`src/design/retab_pkg.sv`:
```
`timescale 1ns / 1ps
package retab_pkg;

	localparam int POSITIONS = 4096;
	localparam int TBL_AW    = $clog2(POSITIONS);

	localparam int POS_W       = 12;
	localparam int REACT_W     = 16;
	localparam int ENERGY_W    = 12;
	localparam int CFG_W       = 12;
	localparam int IN_DATA_W   = 32;
	localparam int OUT_DATA_W  = 16;

	localparam int QDEPTH = 2;
	localparam int QAW    = $clog2(QDEPTH);

	localparam int FRAC      = 60;
	localparam int HALF      = FRAC / 2;
	localparam int LNV_W     = 63;
	localparam int DEN_W     = 17;
	localparam int TERMS     = 40;
	localparam int TERM_W    = $clog2(TERMS);
	localparam int DIV_CNT_W = $clog2(FRAC);

	localparam logic [FRAC-1:0] LN2_Q60 = 60'hB17217F7D1CF79A;

	localparam logic [0:0] CFG_LOOKUP_EN  = 1'b0;
	localparam logic [0:0] CFG_SEQ_LENGTH = 1'b1;

	typedef enum logic {
		REQ_LOAD   = 1'b0,
		REQ_LOOKUP = 1'b1
	} req_t;

	typedef enum logic {
		ST_OK      = 1'b0,
		ST_IGNORED = 1'b1
	} status_t;

	typedef struct packed {
		req_t               req;
		logic [POS_W-1:0]   pos;
		logic [REACT_W-1:0] react;
		logic               store_ok;
		logic               in_table;
	} cmd_t;

	typedef struct packed {
		logic               start;
		logic [REACT_W-1:0] react;
	} log_req_t;

	typedef struct packed {
		logic                done;
		logic [ENERGY_W-1:0] energy;
	} log_rsp_t;

endpackage

```
`src/design/retab_front.sv`:
```
`timescale 1ns / 1ps
module retab_front (
	input  logic                             s_axis_tvalid,
	output logic                             s_axis_tready,
	input  logic [retab_pkg::IN_DATA_W-1:0]  s_axis_tdata,  // position, reactivity
	input  logic [0:0]                       s_axis_tuser,  // req_type
	input  logic [retab_pkg::POS_W-1:0]      seq_length,
	input  logic                             clearing,
	input  logic                             q_full,
	output logic                             q_push,
	output retab_pkg::cmd_t                  q_din
);
	import retab_pkg::*;

	logic [POS_W-1:0]   pos;
	logic [REACT_W-1:0] react;
	logic               in_table;

	assign pos      = s_axis_tdata[POS_W-1:0];
	assign react    = s_axis_tdata[POS_W +: REACT_W];
	assign in_table = (32'(pos) < POSITIONS);

	assign s_axis_tready = !clearing && !q_full;
	assign q_push        = s_axis_tvalid && s_axis_tready;

	always_comb begin
		q_din.req      = req_t'(s_axis_tuser[0]);
		q_din.pos      = pos;
		q_din.react    = react;
		q_din.in_table = in_table;
		q_din.store_ok = in_table && (pos <= seq_length);
	end

endmodule

```
`config.mk`:
```
export PLATFORM = sky130hd
export DESIGN_NAME = retab_front
export DESIGN_NICKNAME = d
export VERILOG_FILES = /design/src/design/retab_pkg.sv /design/src/design/retab_front.sv
export SDC_FILE = /design/constraint.sdc
export NUM_CORES = 1
export LEC_CHECK = 0
export ABC_AREA = 0
export BUFFER_PORTS_ARGS = -buffer_cell sky130_fd_sc_hd__buf_4
export CELL_PAD_IN_SITES_DETAIL_PLACEMENT = 2
export CELL_PAD_IN_SITES_GLOBAL_PLACEMENT = 2
export CORE_ASPECT_RATIO = 0.6
export CORE_UTILIZATION = 13
export DETAILED_ROUTE_END_ITERATION = 8
export MAX_ROUTING_LAYER = met4
export PLACE_DENSITY_LB_ADDON = 0.1
export SYNTH_ARGS = -nofsm -noshare
export SYNTH_HDL_FRONTEND = slang
export SYNTH_SLANG_ARGS = --single-unit
```
`constraint.sdc`:
```
create_clock -name vclk -period 2.2
set_clock_uncertainty 0.1 [all_clocks]
set_input_delay 0.44 -clock vclk [all_inputs]
set_output_delay 0.44 -clock vclk [all_outputs]
set_load 0.01 [all_outputs]
```
# == After elaboration in Yosys (flattened, before gate mapping) ==
# Cells that the tools add are included.
# classes
n_reduce_logical,4
order_cmp,1
addsub,0
mul,0
mux,0
shifts,0
bitwise,0
div,0
n_eq_ne,0
# op_table
operator,count
$le A12 B12 Y1,1
$logic_and A1 B1 Y1,2
$logic_not A1 Y1,2
# totals
n_memories,0
mem_bits_rw,0
output_inout_bits,33
ff_bits,0
mem_bits_ro,0
word_cells,5
latchBits,0
in_bits,48

# == Depth between registers and ports, before layout ==
# depth
ltp_word,3
mapped_depth,6
mapped_depth_nobuf,6

# == Least setup slack after synthesis ==
# No wires, ideal clock.
# synth_timing
path_type,input -> output
startpoint,input port seq_length[1] (netlist bit)
endpoint,output port q_din[1] (netlist bit)
n_path_buf,0
cell_stages,6
arrival_ps,1456
slack_ps,204
cell_sequence,inv_1 > ha_1 > nor2b_1 > o211ai_1 > a211oi_1 > o31ai_1
# synth_rtl
element,line,text
from (decl),retab_front.sv:7,"input logic [retab_pkg::POS_W-1:0] seq_length,"
to (decl),retab_front.sv:11,output retab_pkg::cmd_t q_din

==> impl_metrics.env <==
export IMPL_grt_met3_usage_pct=0.7937
export IMPL_powerDensity_mw_per_mm2=182.6
export IMPL_synthTopCellsByArea="buf_4 (42%), ha_1 (28%), inv_1 (8.4%)"
export IMPL_wl_um=1362
export IMPL_die_height_um=51.78
export IMPL_dp_hpwl_um=1257
export IMPL_yosysTopAreaCell="buf_4"
export IMPL_dr_pass1_iters=6
export IMPL_setup_slack_ps=77.35
export IMPL_area_growth_pct=42.42
export IMPL_top_usage_layer="met1"
export IMPL_synth_nets=134
export IMPL_hp_class="input port to output pin"
export IMPL_io_buffers=42
export IMPL_cp_required_ps=1660
export IMPL_place_area_um2=693.2
export IMPL_core_mm2=0.003807
export IMPL_finalInstanceArea_um2=764.5
export IMPL_met1_usage_pct=8.902
export IMPL_use_met2_pct=8.737
export IMPL_timing_hold_ws_ps=780.0
export IMPL_dp_cells=134
export IMPL_yosys_area_top_type_share_pct=41.96
export IMPL_min_path_cells=0
export IMPL_final_nets=150
export IMPL_final_cells=135
export IMPL_worstSetupPathType="input port to output pin"
export IMPL_netlist_area_um2=536.8
export IMPL_layout_drive_gt1_share_pct=59.09
export IMPL_cap_violations=0
export IMPL_seq_area_um2=0
export IMPL_grt_pass1_wl_um=2083
export IMPL_die_area_mm2=0.004399
export IMPL_ys_warn_count=0
export IMPL_ir_drop_mv=0.03423
export IMPL_startpoint_type="input port"
export IMPL_fin_crit_sh_pct=96.48
export IMPL_start_util_pct=14.10
export IMPL_timing_fmax_ghz=0.4711
export IMPL_drc=3
export IMPL_place_ws_ps=6.244
export IMPL_syn_avg_cell_area_um2=7.254
export IMPL_final_setup_viol_count=0
export IMPL_violations="DRC"
export IMPL_grt_use_total_pct=5.891
export IMPL_nFlopsAndLatches=0
export IMPL_yosysSeqAreaShare_pct=0
export IMPL_status="finished with violations"
export IMPL_timing_final_hold_violations=0
export IMPL_end_kind="output pin"
export IMPL_synthTopCellsByCount="buf_4 (30), ha_1 (12), inv_1 (12)"
export IMPL_grt_overflow=0
export IMPL_synth_cell_types=16
export IMPL_critPathMaxFanout=3
export IMPL_clock_buffers=0
export IMPL_antenna_found_initial=0
export IMPL_arrival_ps=1580
export IMPL_via_per_inst=3.541
export IMPL_maxSlewViolCount=0
export IMPL_die_w_um=84.96
export IMPL_min_to="q_din[12]"
export IMPL_period_needed_ps=2123
export IMPL_io_pins=81
export IMPL_dr_first_iter_drc_count=10
export IMPL_place_congestion=0.6274
export IMPL_wl_per_cell_um=10.09
export IMPL_rows=17
export IMPL_min_delay_start="s_axis_tdata[22]"
export IMPL_vias=478
export IMPL_grt_max_degree=4
export IMPL_yosys_cell_count_top_type="buf_4"
export IMPL_ant_nets=0
export IMPL_grt_pass1_vias=467
export IMPL_postLayoutCoreUtil_pct=20.08
export IMPL_syn_instance_count=74
export IMPL_p_leak_uw=0.0004128
export IMPL_diodes=0
worst max-delay path: stages:
cell,delay [ps]
buf_4,120
ha_1,310
nand4_1,100
or3_1,390
o31ai_2,70
buf_4,150
placed cells by master, fill, tap and decap left out, types with 2 or more instances in the layout:
master    n
nand3_1   2
buf_4    44
ha_4      4
a21o_1    2
inv_1    11
a21oi_1   3
nand4_1   3
ha_1      8
worst max-delay path by stage:
stage	startpoint	endpoint	slack, ps
after floorplan	seq_length[1]	q_din[1]	200
after global placement	s_axis_tdata[11]	q_din[1]	4
after detailed placement	s_axis_tdata[1]	q_din[1]	6
after CTS	s_axis_tdata[1]	q_din[1]	10
after global routing	seq_length[10]	q_din[1]	-10
final	s_axis_tdata[3]	q_din[1]	80
stage by stage:
stage               TNS (ps)  total power (uW)
global placement           0             125.3
finish                     0             139.6
detailed placement         0             126.8
floorplan                  0             97.20
global route          -11.84             157.7
CTS                        0             127.2
routing by layer:
| layer | up-vias | share of wire, % |
|---|---|---|
| met5 | - | 0 |
| met4 | 0 | 0 |
| met3 | 0 | 8.1 |
| met2 | 34 | 41 |
| met1 | 201 | 51 |
| li1 | 243 | - |
cells by family after synthesis:
kind of cell,count (synthesis),synth area share [%]
fa+ha+maj,12,27.97
compound gates,9,10.72
simple gates,10,10.26
buf+inv,42,50.35
other cells,1,0.6986
power by group:
part	internal, uW	switching (uW)	leakage [uW]	total [uW]
Combinational	82.2	57.4	0.000413	140
Sequential	0	0	0	0
Clock	0	0	0	0
area by class of cell:
cell class / instances / area [um2]
fillers: 451 / 3043
inverters: 12 / 45.04
multi-input cells: 32 / 330.3
well taps: 47 / 58.81
repair buffers: 44 / 330.3
repair_timing:
action,CTS,global route
hold buffers,0,0
gates resized for setup,0,8
setup endpoints to repair,0,1
buffers inserted,0,1
Note: power is estimated with default switching activity, not from simulation.
