<file path="config.mk">
export PLATFORM = sky130hd
export DESIGN_NAME = retab_fifo
export DESIGN_NICKNAME = d
export VERILOG_FILES = /design/src/design/retab_pkg.sv /design/src/design/retab_fifo.sv
export SDC_FILE = /design/constraint.sdc
export NUM_CORES = 1
export LEC_CHECK = 0
export ABC_AREA = 1
export BUFFER_PORTS_ARGS = -buffer_cell sky130_fd_sc_hd__buf_2
export CAP_MARGIN = 20
export CELL_PAD_IN_SITES_DETAIL_PLACEMENT = 1
export CELL_PAD_IN_SITES_GLOBAL_PLACEMENT = 2
export CORE_MARGIN = 1
export CORE_UTILIZATION = 38
export CTS_CLUSTER_SIZE = 12
export DETAILED_ROUTE_END_ITERATION = 12
export GPL_TIMING_DRIVEN = 0
export PLACE_DENSITY = 0.83
export SETUP_SLACK_MARGIN = 0.3
export SLEW_MARGIN = 20
export SYNTH_ARGS = -nofsm -noshare
export SYNTH_HDL_FRONTEND = slang
export SYNTH_SLANG_ARGS = --single-unit
</file>
<file path="constraint.sdc">
create_clock -name clk -period 5.85 [get_ports clk]
set_clock_uncertainty 0.15 [all_clocks]
set_input_delay 0.585 -clock clk [delete_from_list [all_inputs] [get_ports clk]]
set_output_delay 0.585 -clock clk [all_outputs]
set_load 0.01 [all_outputs]
</file>
<file path="src/design/retab_pkg.sv">
`timescale 1ns / 1ps
package retab_pkg;

	localparam int POSITIONS = 4096;
	localparam int TBL_AW    = $clog2(POSITIONS);

	localparam int POS_W       = 12;
	localparam int REACT_W     = 16;
	localparam int ENERGY_W    = 12;
	localparam int CFG_W       = 12;
	localparam int IN_DATA_W   = 32;
	localparam int OUT_DATA_W  = 16;

	localparam int QDEPTH = 2;
	localparam int QAW    = $clog2(QDEPTH);

	localparam int FRAC      = 60;
	localparam int HALF      = FRAC / 2;
	localparam int LNV_W     = 63;
	localparam int DEN_W     = 17;
	localparam int TERMS     = 40;
	localparam int TERM_W    = $clog2(TERMS);
	localparam int DIV_CNT_W = $clog2(FRAC);

	localparam logic [FRAC-1:0] LN2_Q60 = 60'hB17217F7D1CF79A;

	localparam logic [0:0] CFG_LOOKUP_EN  = 1'b0;
	localparam logic [0:0] CFG_SEQ_LENGTH = 1'b1;

	typedef enum logic {
		REQ_LOAD   = 1'b0,
		REQ_LOOKUP = 1'b1
	} req_t;

	typedef enum logic {
		ST_OK      = 1'b0,
		ST_IGNORED = 1'b1
	} status_t;

	typedef struct packed {
		req_t               req;
		logic [POS_W-1:0]   pos;
		logic [REACT_W-1:0] react;
		logic               store_ok;
		logic               in_table;
	} cmd_t;

	typedef struct packed {
		logic               start;
		logic [REACT_W-1:0] react;
	} log_req_t;

	typedef struct packed {
		logic                done;
		logic [ENERGY_W-1:0] energy;
	} log_rsp_t;

endpackage

</file>
<file path="src/design/retab_fifo.sv">
`timescale 1ns / 1ps
module retab_fifo (
	input  logic            clk,
	input  logic            arst_n,
	input  logic            push,
	input  retab_pkg::cmd_t din,
	output logic            full,
	input  logic            pop,
	output retab_pkg::cmd_t dout,
	output logic            empty
);
	import retab_pkg::*;

	cmd_t           entry_q [QDEPTH];
	logic [QAW-1:0] wr_ptr_q;
	logic [QAW-1:0] rd_ptr_q;
	logic [QAW:0]   cnt_q;

	always_ff @(posedge clk or negedge arst_n) begin
		if (!arst_n) begin
			wr_ptr_q <= '0;
			rd_ptr_q <= '0;
			cnt_q    <= '0;
		end else begin
			if (push) begin
				wr_ptr_q <= wr_ptr_q + 1'b1;
			end
			if (pop) begin
				rd_ptr_q <= rd_ptr_q + 1'b1;
			end
			case ({push, pop})
				2'b10: cnt_q <= cnt_q + 1'b1;
				2'b01: cnt_q <= cnt_q - 1'b1;
				default: cnt_q <= cnt_q;
			endcase
		end
	end

	always_ff @(posedge clk) begin
		if (push) begin
			entry_q[wr_ptr_q] <= din;
		end
	end

	assign dout  = entry_q[rd_ptr_q];
	assign full  = (cnt_q == (QAW+1)'(QDEPTH));
	assign empty = (cnt_q == '0);

endmodule

</file>
# Word-level counts from Yosys, hierarchy flattened

Memories as Yosys holds them, arrays and structs flattened.
Cells that the tools add are included.

Output and inout bits: 33
Memory bits (writable): 62
Memories: 1
Register bits: 4
Input bits: 35
Word-level logic and storage cells: 16

Multiplexer cells: 3
Equal/unequal tests: 3
$add $sub $neg: 4
Reduce and logical (&&, ||, !) cells: 2

Memories:

| memory  | depth | bits a word | read ports | clocked after Yosys merged registers in | wr ports | RTL line         | text |
|---|---|---|---|---|---|---|---|
| entry_q | 2     | 31          | 1          | 0                                       | 1        | retab_fifo.sv:14 | `cmd_t entry_q [QDEPTH];` |

Operators with widths:

| operator              | count |
|---|---|
| $eq A2 B2 Y1 const B  | 2 |
| $pmux W2 S2           | 1 |
| $add A1 B1 Y1 const B | 2 |
| $add A2 B1 Y2 const B | 1 |
| $eq A2 B1 Y1 const B  | 1 |
| $logic_not A2 Y1      | 1 |
| $mux W1               | 2 |
| $reduce_bool A2 Y1    | 1 |
| $sub A2 B1 Y2 const B | 1 |

# Logic depth before layout (Yosys ltp)

Depth in word-level cells: 2
Mapped depth: 7
Depth with buffers taken out: 7

# Worst setup path before layout

No wires, ideal clock.

Kind: input to register
From: input push
To: memory entry_q[0][0] (netlist name), enable pin
Path buffers: 0
Library setup time: 420 ps
Path slack: 3332 ps
Cell stages on the path: 2
Data arrival time: 1948 ps
Cells stage by stage: inv_1 -> nor2_1

Longest elaborated chain between the ends: 2

Ends and longest elaborated chain:

| item                          | RTL line         | text |
|---|---|---|
| start: declaration            | retab_fifo.sv:5  | `input logic push,` |
| $mux W1                       | retab_fifo.sv:40 | `if (push) begin` |
| $mux W1 (not written as such) | retab_fifo.sv:41 | `entry_q[wr_ptr_q] <= din;` |
| end: declaration              | retab_fifo.sv:14 |  |

Every way passes these cells.

==> impl_results.md <==
* Status: finished clean
* Core area at 6760 um2
* DRT Wirelength at 4780 um
* Fill cells at 709
* Combinational family with the most area after synthesis: compound AO/OA/AOI/OAI gates
* Crit path kind: reg2out
* #FFs+latches synth at 66
* # port buffers at 67
* PnR worst setup slack at 3.81 ns
* Worst R2R End: entry_q[0][3]
* Vias at 1601
* Syn Area/Cell at 14.2 um2
* I/O pin count at 68
* First-pass DRT Iterations at 4
* Post-DP HPWL at 3240 um
* Chip height at 85.5 um
* Pwr Total at 1.73 mW
* Worst path arrival time at 1.30 ns
* Buf/Inv on CP at 3
* ANT nets after route at 0
* Slowest stage delay, CP at 0.37 ns
* Fin nets at 302
* Post-Syn Instances at 186
* Xor/xnor cell area share of the yosys netlist at 0.993%
* Initial antenna violation count at 0
* Final hold viol count at 0
* Clock transition at the registers of the reported paths at 0.07 ns
* Ys Warns at 0
* FMAX at 491 MHz
* Startpoint Class: register
* CTS resizes at 0
* Post-synthesis net count at 222
* Synth Area in Simple Gates at 6.05%
* Gr ovfl total at 0
* Post-synthesis sequential area ratio at 74.1%
* Peak VDD IR at 0.000332 V
* Antenna diodes at 0
* CP cell instances: buf_6 > buf_6 > o21ai_2 > buf_2
* Cell Rows at 30
* Slew @ Worst Pin at 0.713 ns
* Drt drc at 0
* Synth-to-Final Area Change at 27.8%
* Avg WL per Cell at 13.6 um
* CTS Buf Count at 9
* Adder-cell share of the synthesized area at 0.473%
* Clock buffer depth at 2
* Setup TNS at 0 ns
* Mux contribution to synthesized area at 0%
* Worst Setup SP: rd_ptr_q
* Clk_lat worst skew at 0.33 ns
* CTS tree: done
* CP endpoint: dout[26]
* Reg-to-Reg Start: wr_ptr_q
* Post-synth top area share at 70.4%
* Global-route usage over all layers at 14.3%
* # clock sinks at 66
* Post-synthesis cell type count at 15
* Initial Util at 39.2%
* Reg2reg path depth at 2
* Setup violators final at 0
* GPL Wtd Cong at 0.682
* Synth top area cells: edfxtp_1, o21ai_2, inv_1
* Synth area leader: edfxtp_1
* CTS root buf: clkbuf_8
* CTS H-tree lvls at 3
* Place WS at 3.91 ns
* DR vias/cell at 4.56
* CP delay by family, top: buffers and inverters
* Leakage at 1.47 nW
* Hold Slack at 0.284 ns
* Critical path depth in cells at 4
* Iter 0 DRT Violations at 27
* Worst hold path type: in2reg
* Minimum clock period at 2.04 ns
* DIE AREA at 7300 um2
* RSZ-0062 raised after global routing: no
* Vias in the first global route at 1644
* Peak fanout along the critical path at 10
* Reg2reg setup slack at 4.27 ns
* Die Width at 85.5 um
* Critical path's slowest cell: dfrtp_1
* Final worst-path cycle share at 34.8%
* Total of max-cap violations at 0
* Most common cell on crit path: buf_6
* Fraction of layout cells with a size suffix above 1 at 44.6%
* Global-route wire length before repair at 7590 um
* Slew headroom at 52.4%
* Req. time, crit path at 5.12 ns
* Max Slew Vio Count at 0
* Pin count of the biggest net entering global routing at 32
* CP endpoint kind: output pin
* Mapped Area at 2650 um2
* Power density cells at 511 nW/um2
* Compound-gate portion of the synthesized area at 9.98%
[worst register-to-register path: stages (launching register included)]
cell and delay, ns:
dfrtp_1 0.43, nor2_4 0.48, buf_16 0.23
[how the worst min path moves through the flow]
stage | start | to | slack, ns | depth (start not counted)
CTS | din[10] | entry_q[0][10] | 0.27 | 1
global placement | arst_n | cnt_q[0] | 0.25 | 1
floorplan | arst_n | cnt_q[0] | 0.14 | 0
finish | din[10] | entry_q[0][10] | 0.28 | 1
global route | din[10] | entry_q[1][10] | 0.27 | 1
detailed placement | arst_n | cnt_q[1] | 0.25 | 1
[metrics by stage]
step	cell area, um2	std cells	util [%]
after floorplan	2650	186	-
after detailed placement	3120	334	46.1
after global routing	3380	351	50.1
after CTS	3380	351	50.1
final	3380	351	50.1
after global placement	3080	333	45.6
[cell usage after synthesis (all sizes together)]
cell type  count
edfxtp        62
nand3          1
xor2           2
ha             1
inv           37
buf            7
nor2           3
xnor2          1
nand4          1
o21ai         31
dfrtp          4
nand2         36
[report_power, final]
part           switching [mW]  internal [mW]
logic                   0.342          0.234
clock network           0.167          0.324
registers              0.0305          0.630
[area by class of cell]
class | count | area, um2 | share of cell area [%]
inverters | 37 | 139 | 4.11
plain buffers | 7 | 82.6 | 2.44
well taps | 80 | 100 | 2.96
flip-flops and latches | 66 | 1960 | 58.0
repair buffers | 69 | 373 | 11.0
clock buffers | 10 | 128 | 3.77
multi-input cells | 76 | 470 | 13.9
clock inverters | 6 | 129 | 3.81
[metal layers]
layer,share of wire (%),global-route usage (%),wire length [um],vias up
met5,0,0,0,-
met4,2.3,8.64,108,0
met3,5.2,4.18,251,10
met2,52,24.0,2490,45
met1,40,16.1,1930,755
li1,-,-,-,791
[state kept, by name (all words and copies together) (netlist names)]
| register | count |
|---|---|
| entry_q | 62 |
| cnt_q | 2 |
| rd_ptr_q | 1 |
| wr_ptr_q | 1 |
[cells by family after synthesis]
kind of cell               after synthesis
xor gates and xnor gates                 3
adders and majority gates                1
DFF                                     66
AOI/OAI and AO/OA                       31
and+or+nand+nor                         41
buffers and inverters                   44
[layout by cell type (no fill, tap or decap)]
cell,count
buf_16,1
buf_2,67
buf_6,6
buf_8,1
bufinv_16,4
clkbuf_1,1
clkbuf_8,9
clkinv_1,1
clkinv_2,1
dfrtp_1,4
dlygate4sd3_1,1
edfxtp_1,62
ha_1,1
inv_1,36
inv_2,1
nand2_1,35
nand2_2,1
nand3_1,1
nand4_1,1
nor2_1,2
nor2_4,1
o21ai_0,2
o21ai_2,29
xnor2_1,1
xor2_1,2
[repair_timing]
item,4_1_cts,5_1_grt
endpoints found under the hold margin,4,0
hold buffers,1,0
setup buffers,0,0
No activity file was read; power rests on OpenSTA's default activity.
